===== src/rtl/lsm_pkg.sv =====
// Shared types and constants for the longest suffix matcher.
package lsm_pkg;

  localparam int unsigned CHAR_W  = 16;  // wide character
  localparam int unsigned COUNT_W = 5;   // suffix_count register
  localparam int unsigned SLOT_W  = 4;   // table slot field
  localparam int unsigned POS_W   = 3;   // character position field
  localparam int unsigned LEN_W   = 4;   // suffix length field
  localparam int unsigned IDX_W   = 4;   // reported match index
  localparam int unsigned SEEN_W  = 8;   // word character counter

  localparam logic [SEEN_W-1:0] SEEN_MAX = {SEEN_W{1'b1}};

  typedef enum logic [1:0] {
    OP_LOAD_CHAR = 2'd0,
    OP_LOAD_LEN  = 2'd1,
    OP_WORD_CHAR = 2'd2
  } lsm_op_e;

  typedef enum logic [1:0] {
    ST_IDLE,
    ST_SCAN,
    ST_FINISH,
    ST_REPORT
  } lsm_state_e;

  // Table load request, raw fields; range checks live in the table.
  typedef struct packed {
    logic              ch_we;
    logic              len_we;
    logic [SLOT_W-1:0] slot;
    logic [POS_W-1:0]  pos;
    logic [LEN_W-1:0]  len;
    logic [CHAR_W-1:0] ch;
  } lsm_load_t;

endpackage


===== src/rtl/lsm_table.sv =====
// Suffix table: character memory with registered read and per-entry lengths.
module lsm_table import lsm_pkg::*; #(
  parameter int unsigned MAX_SUFFIXES   = 16,
  parameter int unsigned MAX_SUFFIX_LEN = 8,
  localparam int unsigned SW = (MAX_SUFFIXES > 1) ? $clog2(MAX_SUFFIXES) : 1,
  localparam int unsigned PW = (MAX_SUFFIX_LEN > 1) ? $clog2(MAX_SUFFIX_LEN) : 1,
  localparam int unsigned LW = $clog2(MAX_SUFFIX_LEN + 1)
) (
  input  logic              clk_i,
  input  logic              rst_ni,
  input  lsm_load_t         load_i,
  input  logic              rd_en_i,
  input  logic [SW-1:0]     rd_slot_i,
  input  logic [PW-1:0]     rd_pos_i,
  output logic [CHAR_W-1:0] rd_char_o,
  output logic [LW-1:0]     rd_len_o
);

  logic [CHAR_W-1:0] mem [MAX_SUFFIXES][MAX_SUFFIX_LEN];
  logic [CHAR_W-1:0] rd_char_q;
  logic [LW-1:0]     len_q [MAX_SUFFIXES];

  logic          slot_ok;
  logic          pos_ok;
  logic [SW-1:0] wr_slot;
  logic [PW-1:0] wr_pos;
  logic [LW-1:0] wr_len;

  assign slot_ok = int'(load_i.slot) < MAX_SUFFIXES;
  assign pos_ok  = int'(load_i.pos) < MAX_SUFFIX_LEN;
  assign wr_slot = SW'(load_i.slot);
  assign wr_pos  = PW'(load_i.pos);
  // oversized lengths saturate
  assign wr_len  = (int'(load_i.len) > MAX_SUFFIX_LEN) ? LW'(MAX_SUFFIX_LEN)
                                                       : LW'(load_i.len);

  always_ff @(posedge clk_i) begin
    if (load_i.ch_we && slot_ok && pos_ok) begin
      mem[wr_slot][wr_pos] <= load_i.ch;
    end
    if (rd_en_i) begin
      rd_char_q <= mem[rd_slot_i][rd_pos_i];
    end
  end

  always_ff @(posedge clk_i or negedge rst_ni) begin
    if (!rst_ni) begin
      for (int i = 0; i < MAX_SUFFIXES; i++) begin
        len_q[i] <= '0;
      end
    end else if (load_i.len_we && slot_ok) begin
      len_q[wr_slot] <= wr_len;
    end
  end

  assign rd_char_o = rd_char_q;
  assign rd_len_o  = len_q[rd_slot_i];

endmodule


===== src/rtl/longest_suffix_matcher_core.sv =====
// Top level of the longest suffix matcher: sequencer, match state and result register.
//
// Usage:
//   Input channel (in_valid_i / in_ready_o) carries three kinds of items. Table
//   loads (suffix character, suffix length) are absorbed in the transfer cycle.
//   Word characters are fed from the last character of the word back to the
//   first; the one flagged word_start_i ends the word and yields one result on
//   the output channel (out_valid_o / out_ready_i); other items yield nothing.
//   Write suffix_count (cfg_we_i) only when idle; the block does not check it.
// Timing:
//   A word character walks the n entries in use (n = min(suffix_count,
//   MAX_SUFFIXES)) through one shared compare, one entry per cycle, pipelined
//   behind the table's registered read port. in_ready_o stays low through the
//   scan and finish steps, and also the report step when a result is produced;
//   the result is registered in the report step. Loads keep in_ready_o high.
// Reset: clears the suffix lengths, suffix_count, the sequencer and the per-entry
//   match state; suffix characters hold garbage until loaded.
// Stall: the result sits in an output register, so new items are taken while it
//   waits; a second result waits in the report step until the first is taken.
module longest_suffix_matcher_core import lsm_pkg::*; #(
  parameter int unsigned MAX_SUFFIXES   = 16,
  parameter int unsigned MAX_SUFFIX_LEN = 8
) (
  input  logic               clk_i,
  input  logic               rst_ni,
  // configuration
  input  logic               cfg_we_i,
  input  logic [COUNT_W-1:0] cfg_wdata_i,
  // input channel
  input  logic               in_valid_i,
  output logic               in_ready_o,
  input  logic [1:0]         opcode_i,
  input  logic [SLOT_W-1:0]  suffix_slot_i,
  input  logic [POS_W-1:0]   char_position_i,
  input  logic [LEN_W-1:0]   suffix_length_i,
  input  logic [CHAR_W-1:0]  code_unit_i,
  input  logic               word_start_i,
  // output channel
  output logic               out_valid_o,
  input  logic               out_ready_i,
  output logic               found_o,
  output logic [IDX_W-1:0]   match_index_o,
  output logic [LEN_W-1:0]   strip_length_o,
  output logic [SEEN_W-1:0]  kept_length_o
);

  localparam int unsigned SW = (MAX_SUFFIXES > 1) ? $clog2(MAX_SUFFIXES) : 1;
  localparam int unsigned PW = (MAX_SUFFIX_LEN > 1) ? $clog2(MAX_SUFFIX_LEN) : 1;
  localparam int unsigned LW = $clog2(MAX_SUFFIX_LEN + 1);
  localparam int unsigned CW = $clog2(MAX_SUFFIXES + 1);

  lsm_state_e state_q, state_d;

  logic [COUNT_W-1:0] count_q;
  logic [CW-1:0]      n_used;

  logic               in_fire;
  logic               word_fire;
  lsm_op_e            op;
  lsm_load_t          load;

  // sequencer controls
  logic               issue_a;
  logic               report_fire;

  // word state
  logic [CW-1:0]      j_q;
  logic [CHAR_W-1:0]  ch_q;
  logic               start_q;
  logic [SEEN_W-1:0]  seen_q;
  logic [LW-1:0]      cnt_q [MAX_SUFFIXES];
  logic [MAX_SUFFIXES-1:0] alive_q;

  // stage A: pick entry, read table
  logic [SW-1:0]      idx_a;
  logic [LW-1:0]      cnt_a;
  logic [LW-1:0]      len_a;
  logic               elig_a;
  logic [CHAR_W-1:0]  tbl_char;

  // stage B: compare and update
  logic               b_valid_q;
  logic [SW-1:0]      b_idx_q;
  logic               b_elig_q;
  logic               b_alive_q;
  logic [LW-1:0]      b_cnt_q;
  logic [LW-1:0]      b_len_q;
  logic               hit_b;
  logic [LW-1:0]      new_cnt_b;
  logic               new_alive_b;
  logic               cand_b;

  // running best
  logic [LW-1:0]      best_len_q;
  logic [SW-1:0]      best_idx_q;
  logic               best_found_q;
  logic [SEEN_W-1:0]  best_len_ext;

  // result register
  logic               out_valid_q;
  logic               found_q;
  logic [IDX_W-1:0]   match_index_q;
  logic [LEN_W-1:0]   strip_length_q;
  logic [SEEN_W-1:0]  kept_length_q;

  assign op        = lsm_op_e'(opcode_i);
  assign in_fire   = in_valid_i && in_ready_o;
  assign word_fire = in_fire && (op == OP_WORD_CHAR);

  // entries in use, oversized count clamps
  assign n_used = (int'(count_q) > MAX_SUFFIXES) ? CW'(MAX_SUFFIXES) : CW'(count_q);

  always_ff @(posedge clk_i or negedge rst_ni) begin
    if (!rst_ni) begin
      count_q <= '0;
    end else if (cfg_we_i) begin
      count_q <= cfg_wdata_i;
    end
  end

  // table loads go straight through in the transfer cycle
  always_comb begin
    load        = '0;
    load.slot   = suffix_slot_i;
    load.pos    = char_position_i;
    load.len    = suffix_length_i;
    load.ch     = code_unit_i;
    case (op)
      OP_LOAD_CHAR: load.ch_we  = in_fire;
      OP_LOAD_LEN:  load.len_we = in_fire;
      default: begin
      end
    endcase
  end

  // ---------------------------------------------------------------------------
  // Sequencer
  // ---------------------------------------------------------------------------
  always_comb begin
    state_d = state_q;
    case (state_q)
      ST_IDLE: begin
        if (word_fire) begin
          state_d = (n_used == '0) ? ST_FINISH : ST_SCAN;
        end
      end
      ST_SCAN: begin
        if ((j_q + CW'(1)) == n_used) begin
          state_d = ST_FINISH;
        end
      end
      ST_FINISH: state_d = start_q ? ST_REPORT : ST_IDLE;
      ST_REPORT: begin
        if (!out_valid_q || out_ready_i) begin
          state_d = ST_IDLE;
        end
      end
      default: state_d = ST_IDLE;
    endcase
  end

  always_comb begin
    in_ready_o  = 1'b0;
    issue_a     = 1'b0;
    report_fire = 1'b0;
    case (state_q)
      ST_IDLE:   in_ready_o  = 1'b1;
      ST_SCAN:   issue_a     = 1'b1;
      ST_FINISH: begin
      end
      ST_REPORT: report_fire = !out_valid_q || out_ready_i;
      default: begin
      end
    endcase
  end

  always_ff @(posedge clk_i or negedge rst_ni) begin
    if (!rst_ni) begin
      state_q <= ST_IDLE;
    end else begin
      state_q <= state_d;
    end
  end

  // ---------------------------------------------------------------------------
  // Stage A: entry j, eligible if alive and not yet fully matched
  // ---------------------------------------------------------------------------
  assign idx_a  = j_q[SW-1:0];
  assign cnt_a  = cnt_q[idx_a];
  assign elig_a = alive_q[idx_a] && (cnt_a < len_a) && (int'(cnt_a) < MAX_SUFFIX_LEN);

  lsm_table #(
    .MAX_SUFFIXES   (MAX_SUFFIXES),
    .MAX_SUFFIX_LEN (MAX_SUFFIX_LEN)
  ) u_table (
    .clk_i     (clk_i),
    .rst_ni    (rst_ni),
    .load_i    (load),
    .rd_en_i   (issue_a && elig_a),
    .rd_slot_i (idx_a),
    .rd_pos_i  (cnt_a[PW-1:0]),
    .rd_char_o (tbl_char),
    .rd_len_o  (len_a)
  );

  always_ff @(posedge clk_i or negedge rst_ni) begin
    if (!rst_ni) begin
      b_valid_q <= 1'b0;
    end else begin
      b_valid_q <= issue_a;
    end
  end

  always_ff @(posedge clk_i) begin
    if (issue_a) begin
      b_idx_q   <= idx_a;
      b_elig_q  <= elig_a;
      b_alive_q <= alive_q[idx_a];
      b_cnt_q   <= cnt_a;
      b_len_q   <= len_a;
    end
  end

  // ---------------------------------------------------------------------------
  // Stage B: shared compare, then full-match test against the running best
  // ---------------------------------------------------------------------------
  assign hit_b       = (tbl_char == ch_q);
  assign new_cnt_b   = (b_elig_q && hit_b) ? b_cnt_q + LW'(1) : b_cnt_q;
  assign new_alive_b = b_alive_q && !(b_elig_q && !hit_b);
  assign cand_b      = new_alive_b && (b_len_q != '0) && (new_cnt_b >= b_len_q)
                       && (b_len_q > best_len_q);

  always_ff @(posedge clk_i or negedge rst_ni) begin
    if (!rst_ni) begin
      for (int i = 0; i < MAX_SUFFIXES; i++) begin
        cnt_q[i] <= '0;
      end
      alive_q <= '1;
      seen_q  <= '0;
    end else if (report_fire) begin
      for (int i = 0; i < MAX_SUFFIXES; i++) begin
        cnt_q[i] <= '0;
      end
      alive_q <= '1;
      seen_q  <= '0;
    end else begin
      if (b_valid_q) begin
        cnt_q[b_idx_q]   <= new_cnt_b;
        alive_q[b_idx_q] <= new_alive_b;
      end
      if (word_fire && (seen_q != SEEN_MAX)) begin
        seen_q <= seen_q + SEEN_W'(1);
      end
    end
  end

  always_ff @(posedge clk_i or negedge rst_ni) begin
    if (!rst_ni) begin
      j_q          <= '0;
      start_q      <= 1'b0;
      best_found_q <= 1'b0;
    end else if (word_fire) begin
      j_q          <= '0;
      start_q      <= word_start_i;
      best_found_q <= 1'b0;
    end else begin
      if (issue_a) begin
        j_q <= j_q + CW'(1);
      end
      if (b_valid_q && cand_b) begin
        best_found_q <= 1'b1;
      end
    end
  end

  always_ff @(posedge clk_i) begin
    if (word_fire) begin
      ch_q       <= code_unit_i;
      best_len_q <= '0;
      best_idx_q <= '0;
    end else if (b_valid_q && cand_b) begin
      best_len_q <= b_len_q;
      best_idx_q <= b_idx_q;
    end
  end

  // ---------------------------------------------------------------------------
  // Result register
  // ---------------------------------------------------------------------------
  assign best_len_ext = SEEN_W'(best_len_q);

  always_ff @(posedge clk_i or negedge rst_ni) begin
    if (!rst_ni) begin
      out_valid_q <= 1'b0;
    end else if (report_fire) begin
      out_valid_q <= 1'b1;
    end else if (out_ready_i) begin
      out_valid_q <= 1'b0;
    end
  end

  always_ff @(posedge clk_i) begin
    if (report_fire) begin
      found_q        <= best_found_q;
      match_index_q  <= IDX_W'(best_idx_q);
      strip_length_q <= LEN_W'(best_len_q);
      kept_length_q  <= (best_len_ext > seen_q) ? '0 : seen_q - best_len_ext;
    end
  end

  assign out_valid_o    = out_valid_q;
  assign found_o        = found_q;
  assign match_index_o  = match_index_q;
  assign strip_length_o = strip_length_q;
  assign kept_length_o  = kept_length_q;

  // ---------------------------------------------------------------------------
  // Assertions
  // ---------------------------------------------------------------------------
  a_scan_bound: assert property (@(posedge clk_i) disable iff (!rst_ni)
    (state_q == ST_SCAN) |-> (j_q < n_used))
    else $error("scan index past entries in use");

  a_stage_b_window: assert property (@(posedge clk_i) disable iff (!rst_ni)
    b_valid_q |-> (state_q == ST_SCAN || state_q == ST_FINISH))
    else $error("compare stage active outside scan");

  a_no_match_zero: assert property (@(posedge clk_i) disable iff (!rst_ni)
    (out_valid_o && !found_o) |-> (match_index_o == '0 && strip_length_o == '0))
    else $error("nonzero index or strip without a match");

  a_word_cleared: assert property (@(posedge clk_i) disable iff (!rst_ni)
    report_fire |=> (seen_q == '0 && alive_q == '1 && out_valid_q))
    else $error("word state not cleared after report");

  a_best_bound: assert property (@(posedge clk_i) disable iff (!rst_ni)
    best_found_q |-> (best_len_q != '0 && int'(best_len_q) <= MAX_SUFFIX_LEN))
    else $error("best match length out of range");

endmodule


===== config.mk =====
export PLATFORM = sky130hd
export DESIGN_NAME = longest_suffix_matcher_core
export DESIGN_NICKNAME = d
export VERILOG_FILES = /design/src/rtl/lsm_pkg.sv /design/src/rtl/lsm_table.sv /design/src/rtl/longest_suffix_matcher_core.sv
export SDC_FILE = /design/constraint.sdc
export NUM_CORES = 2
export LEC_CHECK = 0
export BUFFER_PORTS_ARGS = -buffer_cell sky130_fd_sc_hd__buf_2
export CAP_MARGIN = 5
export CORE_UTILIZATION = 40
export DETAILED_ROUTE_END_ITERATION = 12
export PLACE_DENSITY = 0.65
export SKIP_CTS_REPAIR_TIMING = 1
export SYNTH_ARGS = -nofsm -noshare
export SYNTH_HDL_FRONTEND = slang
export SYNTH_SLANG_ARGS = --single-unit

===== constraint.sdc =====
create_clock -name clk_i -period 5.1 [get_ports clk_i]
set_input_delay 0.255 -clock clk_i [delete_from_list [all_inputs] [get_ports clk_i]]
set_output_delay 0.255 -clock clk_i [all_outputs]
set_load 0.005 [all_outputs]

# == Word-level counts from Yosys, hierarchy flattened ==
# Memory sizes are Yosys's and may differ from the RTL's.
# Index checks and enable logic that the tools add are counted.
# totals
latchBits,0
mem_bits_rw,2048
rom_bits,0
in_bits,40
memories,1
wordCells,174
out_inout_bits,19
reg_bits,239
# memory_table
name,words,width,read_ports,rd_clocked_by_memory_dff,write_ports,line_no,text
u_table.mem,16,128,1,0,1,lsm_table.sv:19,logic [CHAR_W-1:0] mem [MAX_SUFFIXES][MAX_SUFFIX_LEN];
# classes
mux,50
addsub,4
n_shift,0
bitwise_logic,5
n_reduce_logical,31
n_eq_ne,11
order_cmp,18
n_div,0
mul,0
# op_table
operator,count
bitwise mux 64 bit,2
two-way mux 128 bit,1
two-way mux 64 bit,2
two-way mux 16 bit,5
binary-select mux 16 bit (select 3 bit),1
demux 16 bit (select 3 bit),1
binary-select mux 4 bit (select 4 bit),2
demux 4 bit (select 4 bit),2
two-way mux 4 bit,8
logical AND 1 bit,17
bitwise mux 16 bit,1
== test 16 bit,1
two-way mux 8 bit,2
"greater-or-equal comparator 5 bit, second input constant",3
two-way mux 5 bit,3
NOT 4 -> 5 bit,3
two-way mux 1 bit,12
"less-than comparator 4 x 5 -> 1 bit, second input constant",2
"less-than comparator 5 x 1 -> 1 bit, second input constant",2
two-way mux 2 bit,5
nonzero test 2 bit,5
"adder 8 x 1 -> 8 bit, second input constant",1
"greater-or-equal comparator 4 bit, second input constant",2
> comparator 4 x 8 -> 1 bit,1
26 further kinds,35

# == Longest topological paths before layout ==
# logic_depth
depth_word,11
mapped_depth,17
depth_no_buf,13

# == By module ==
# A second synthesis with hierarchy kept.
# unflattened
hier_cells,4082
area_unflattened_um2,90152.7
# modules_own_cells
module,seq_area_each_um2,area_each_um2,cells_each,instances
lsm_table,63581.0,81608.3,3260,1
longest_suffix_matcher_core,4194.0,8544.4,822,1

# == Worst setup path before layout ==
# No wires, ideal clock.
# synth_path
path_kind,reg2reg
from,register j_q[0]
to,"register u_table.rd_char_q[0], in the netlist u_table.rd_char_o[0] (enable)"
path_stages_with_launch,18
path_buffers,8
slack_ns,1.218
setup_ns,0.374
arrival_ns,3.508
period_less_slack_ns,3.882
t_required_ns,4.726
path_cell_list,dfrtp_1 -> buf_6 -> buf_12 -> buf_12 -> buf_8 -> buf_8 -> buf_8 -> buf_4 -> buf_4 -> mux2i_1 -> a221oi_1 -> o21ai_0 -> and2_1 -> ha_1 -> a21oi_1 -> nand2_1 -> a311oi_1 -> and2_1
# synth_between
elab_chain_cells,8
word_cells_on_any_way,14
classes_between,order compare (2); mux (8); bitwise (1); reduce/logical (3)
# synth_rtl
item,line_no,text
start: declaration,longest_suffix_matcher_core.sv:67,logic [CW-1:0] j_q;
start signal: assignment,longest_suffix_matcher_core.sv:268,j_q <= j_q + CW'(1);
NOT 4 -> 5 bit (implied by the code),"lsm_table.sv:57, longest_suffix_matcher_core.sv:189",
"binary-select mux 4 bit (select 4 bit), on equally long branches","longest_suffix_matcher_core.sv:189, lsm_table.sv:57",
"two-way mux 4 bit, on equally long branches (2 in series)","longest_suffix_matcher_core.sv:189, lsm_table.sv:57",
less-than comparator 4 bit,longest_suffix_matcher_core.sv:190,assign elig_a = alive_q[idx_a] && (cnt_a < len_a) && (int'(cnt_a) < MAX_SUFFIX_LEN);
logical AND 1 bit,longest_suffix_matcher_core.sv:190,
logical AND 1 bit (*),longest_suffix_matcher_core.sv:190,
via elig_a,longest_suffix_matcher_core.sv:78,logic elig_a;
logical AND 1 bit (*),longest_suffix_matcher_core.sv:199,".rd_en_i (issue_a && elig_a),"
via u_table.rd_en_i,lsm_table.sv:12,"input logic rd_en_i,"
end signal: assignment,lsm_table.sv:42,rd_char_q <= mem[rd_slot_i][rd_pos_i];
end: declaration,lsm_table.sv:20,logic [CHAR_W-1:0] rd_char_q;
# The timed path passes the listed nets; every way through them passes the cells marked *. The select of a mux whose other input is x is not followed.
# A chain may end at the register's enable or synchronous reset.

# == Worst setup path after layout ==
# layout_path
from,register ch_q[11]
to,register best_len_q[1]
# layout_between
elab_chain_cells,9
word_cells_on_any_way,12
classes_between,order compare (1); eq/ne (1); mux (1); reduce/logical (9)
# layout_rtl
item,line_no,text
start: declaration,longest_suffix_matcher_core.sv:68,logic [CHAR_W-1:0] ch_q;
start signal: assignment,longest_suffix_matcher_core.sv:278,ch_q <= code_unit_i;
== test 16 bit (*),longest_suffix_matcher_core.sv:227,assign hit_b = (tbl_char == ch_q);
branches (longest 5 deep; another with greater-or-equal comparator 4 bit),--,
logical AND 1 bit (*),longest_suffix_matcher_core.sv:230,assign cand_b = new_alive_b && (b_len_q != '0) && (new_cnt_b >= b_len_q)
logical AND 1 bit (*),longest_suffix_matcher_core.sv:231,&& (b_len_q > best_len_q);
logical AND 1 bit (*),longest_suffix_matcher_core.sv:281,end else if (b_valid_q && cand_b) begin
end signal: assignment,longest_suffix_matcher_core.sv:282,best_len_q <= b_len_q;
end: declaration,longest_suffix_matcher_core.sv:94,logic [LW-1:0] best_len_q;
# Every way passes the cells marked *.

==> metrics.yaml <==
synth.avg_cell_area_um2: 20.57
wl_per_cell_um: 29.38
min_period_ns: 4.468
placementRows: 173
synth_top_family_by_area: "multiplexers"
drtAntennaViolNets: 0
synthCells: 4370
netlist_area_um2: 89900
crit_required_ns: 5.82
io_pins: 59
synth-compound-area-share_pct: 3.085
grt_max_degree: 115
rsz0062_at_grt: "false"
irDropWorstVdd_mv: 0.4447
die_w_um: 476.1
synth_xor_area_share_pct: 0.3507
vias_per_cell: 5.833
cp.depth: 15
worstSetupStartpointType: "register"
post-route-util_pct: 45.84
layout_common_cells: "edfxtp_1, mux4_2, buf_4"
synth_warnings: 0
clk_latency_ns: 0.85
path_max_fanout: 17
worst-path-buf-inv: 3
setup_tns_ns: 0
path_clk_slew_ns: 0.06
fp.coreArea_um2: 222700
h-tree-depth: 4
drcViolationCount: 0
crit_path_top_delay_cell: "nor4b_2"
tightest_slew_ns: 1.299
maxSlewHeadroom_pct: 13.42
power-per-cell-area_nw_per_um2: 522.2
final.fill_count: 18360
initial_core_util_pct: 40.36
root_buffer: "clkbuf_16"
r2r-start: "ch_q[11]$_DFFE_PP_"
slew_viol_final: 0
yosysSeqAreaShare_pct: 75.39
cts.sink_count: 2287
drv_cap: 0
fmax_mhz: 223.8
p_total_mw: 53.32
synth.distinct_cells: 73
drt-initial-drc-count: 5656
r2r-end: "best_len_q[1]$_SDFFE_PP0P_"
min_period_over_period_pct: 87.60
nets: 4726
cts_tree: "built"
portBuffers: 58
syn2layout_area_growth_pct: 13.56
hp-class: "in -> reg"
grt_pass1_wl_mm: 328.5
muxShareOfSynthArea_pct: 16.49
synth_fp_nets: 4429
first_global_vias: 44750
reg2reg_depth: 15
synthAdderAreaFrac_pct: 0.2728
wirelength_mm: 230.1
cts_buffers: 220
ys.flop_type: "edfxtp_1"
critPathArrivalTime_ns: 5.18
status: "complete, no violations"
p_leak_nw: 32.58
worstPathCellList: "xnor2_1, nand4_1, nor4_1, buf_4, nand2_1, mux2i_1, buf_4, inv_1, ha_1, a21o_1, a21o_1, a21oi_1, nor4b_2, mux2i_1, nor2_1"
grt_antenna_before_repair: 14
hpwl_mm: 135.0
gp_congestion: 0.8978
overflow: 0
synth-edff-count: 2111
final_common_cell: "edfxtp_1"
ys_async_sr_fraction_pct: 7.346
yosys.area_share.simple_pct: 2.771
synth_seq_cells: 2287
first_pass_iters: 7
finalClockSkew_ns: 0.03273
critical_path_class: "reg -> reg"
setup.worst_path.end: "best_len_q[1]$_SDFFE_PP0P_"
cts_buffer_depth: 3
setup_viol: 0
critPathLaunch: "ch_q[11]$_DFFE_PP_"
fp.dieArea_um2: 226700
rrSetupSlack_ns: 0.63
hold_violations: 0
endpoint_kind: "register"
critPathMaxStageDelay_ns: 1.09
vias: 45680
critPathTopFamily: "simple AND/OR/NAND/NOR gates"
gr-usage-all-layers_pct: 20.29
fp.dieH_um: 476.1
drive_gt1_share_pct: 27.13
## how the worst min path moves through the flow
stage	cells past startpoint	slack (ns)	to	from
floorplan	0	-0.04	b_valid_q$_DFF_PN0_	rst_ni
global placement	0	0.43	match_index_o[3]$_DFFE_PP_	best_idx_q[3]$_SDFFE_PP0P_
detailed placement	0	0.43	match_index_o[1]$_DFFE_PP_	best_idx_q[1]$_SDFFE_PP0P_
CTS	1	-0.45	seen_q[5]$_DFFE_PN0P_	rst_ni
global route	1	0.04	u_table.mem[13][90]$_DFFE_PP_	code_unit_i[10]
finish	1	0.002	u_table.mem[3][61]$_DFFE_PP_	code_unit_i[13]
## power by group
| group | internal (mW) | switching [mW] |
|---|---|---|
| registers | 21.2 | 0.401 |
| logic | 6.58 | 9.15 |
| clock network | 9.04 | 6.94 |
## flip-flops by register name, indices dropped and copies added (netlist names), 5 cells and up
register,cells
seen_q,8
u_table.len_q,64
count_q,5
u_table.rd_char_o,16
cnt_q,64
alive_q,16
u_table.mem,2048
ch_q,16
kept_length_o,8
j_q,5
## metrics by stage
stage / instances / setup WS [ns] / area (µm²) / hold slack, ns
final: 7832 / 0.6322 / 102100 / 0.002453
after global routing: 7827 / 0.5595 / 102100 / 0.03530
after CTS: 7806 / 0.7636 / 101900 / -0.4479
after detailed placement: 7400 / 0.8714 / 94820 / 0.4288
after global placement: 7400 / 0.9449 / 94820 / 0.4280
after floorplan: 4370 / 1.218 / 89910 / -0.04059
## Yosys cell counts (29+ instances only)
cell	number	area share, %
nand3_1	44	0.24
buf_2	54	0.30
a21oi_1	53	0.30
nand2_1	179	0.75
a211oi_1	80	0.67
o21ai_0	86	0.48
xnor2_1	29	0.28
clkbuf_1	117	0.49
mux4_2	557	14
mux2i_1	178	2.0
dfrtp_1	152	4.2
nor2_1	248	1.0
edfxtp_1	2111	71
o221ai_1	50	0.49
mux2_2	40	0.50
## cells by family after synthesis
kind of cell,count (synthesis)
and+or+nand+nor,580
adders and majority gates,19
AOI/OAI and AO/OA,396
xor gates and xnor gates,36
DFF,2287
muxes,777
buffers and inverters,275
## area by class of cell
class	count	area, µm²	share of cell area [%]
antenna	6	15.01	0.01471
sequential	2287	67790	66.40
inverter	28	112.6	0.1103
clock buffer	282	5917	5.796
clock inverter	124	1147	1.124
tap	2975	3722	3.646
multi-input combinational	1808	20860	20.43
timing repair buffer	322	2531	2.479
## routing by layer
metal,track usage [%],wire (µm)
met5,0,69
met4,6.057,6652
met3,4.179,20530
met2,31.52,108200
met1,28.85,94640
Power figures use the tool's default switching activity.
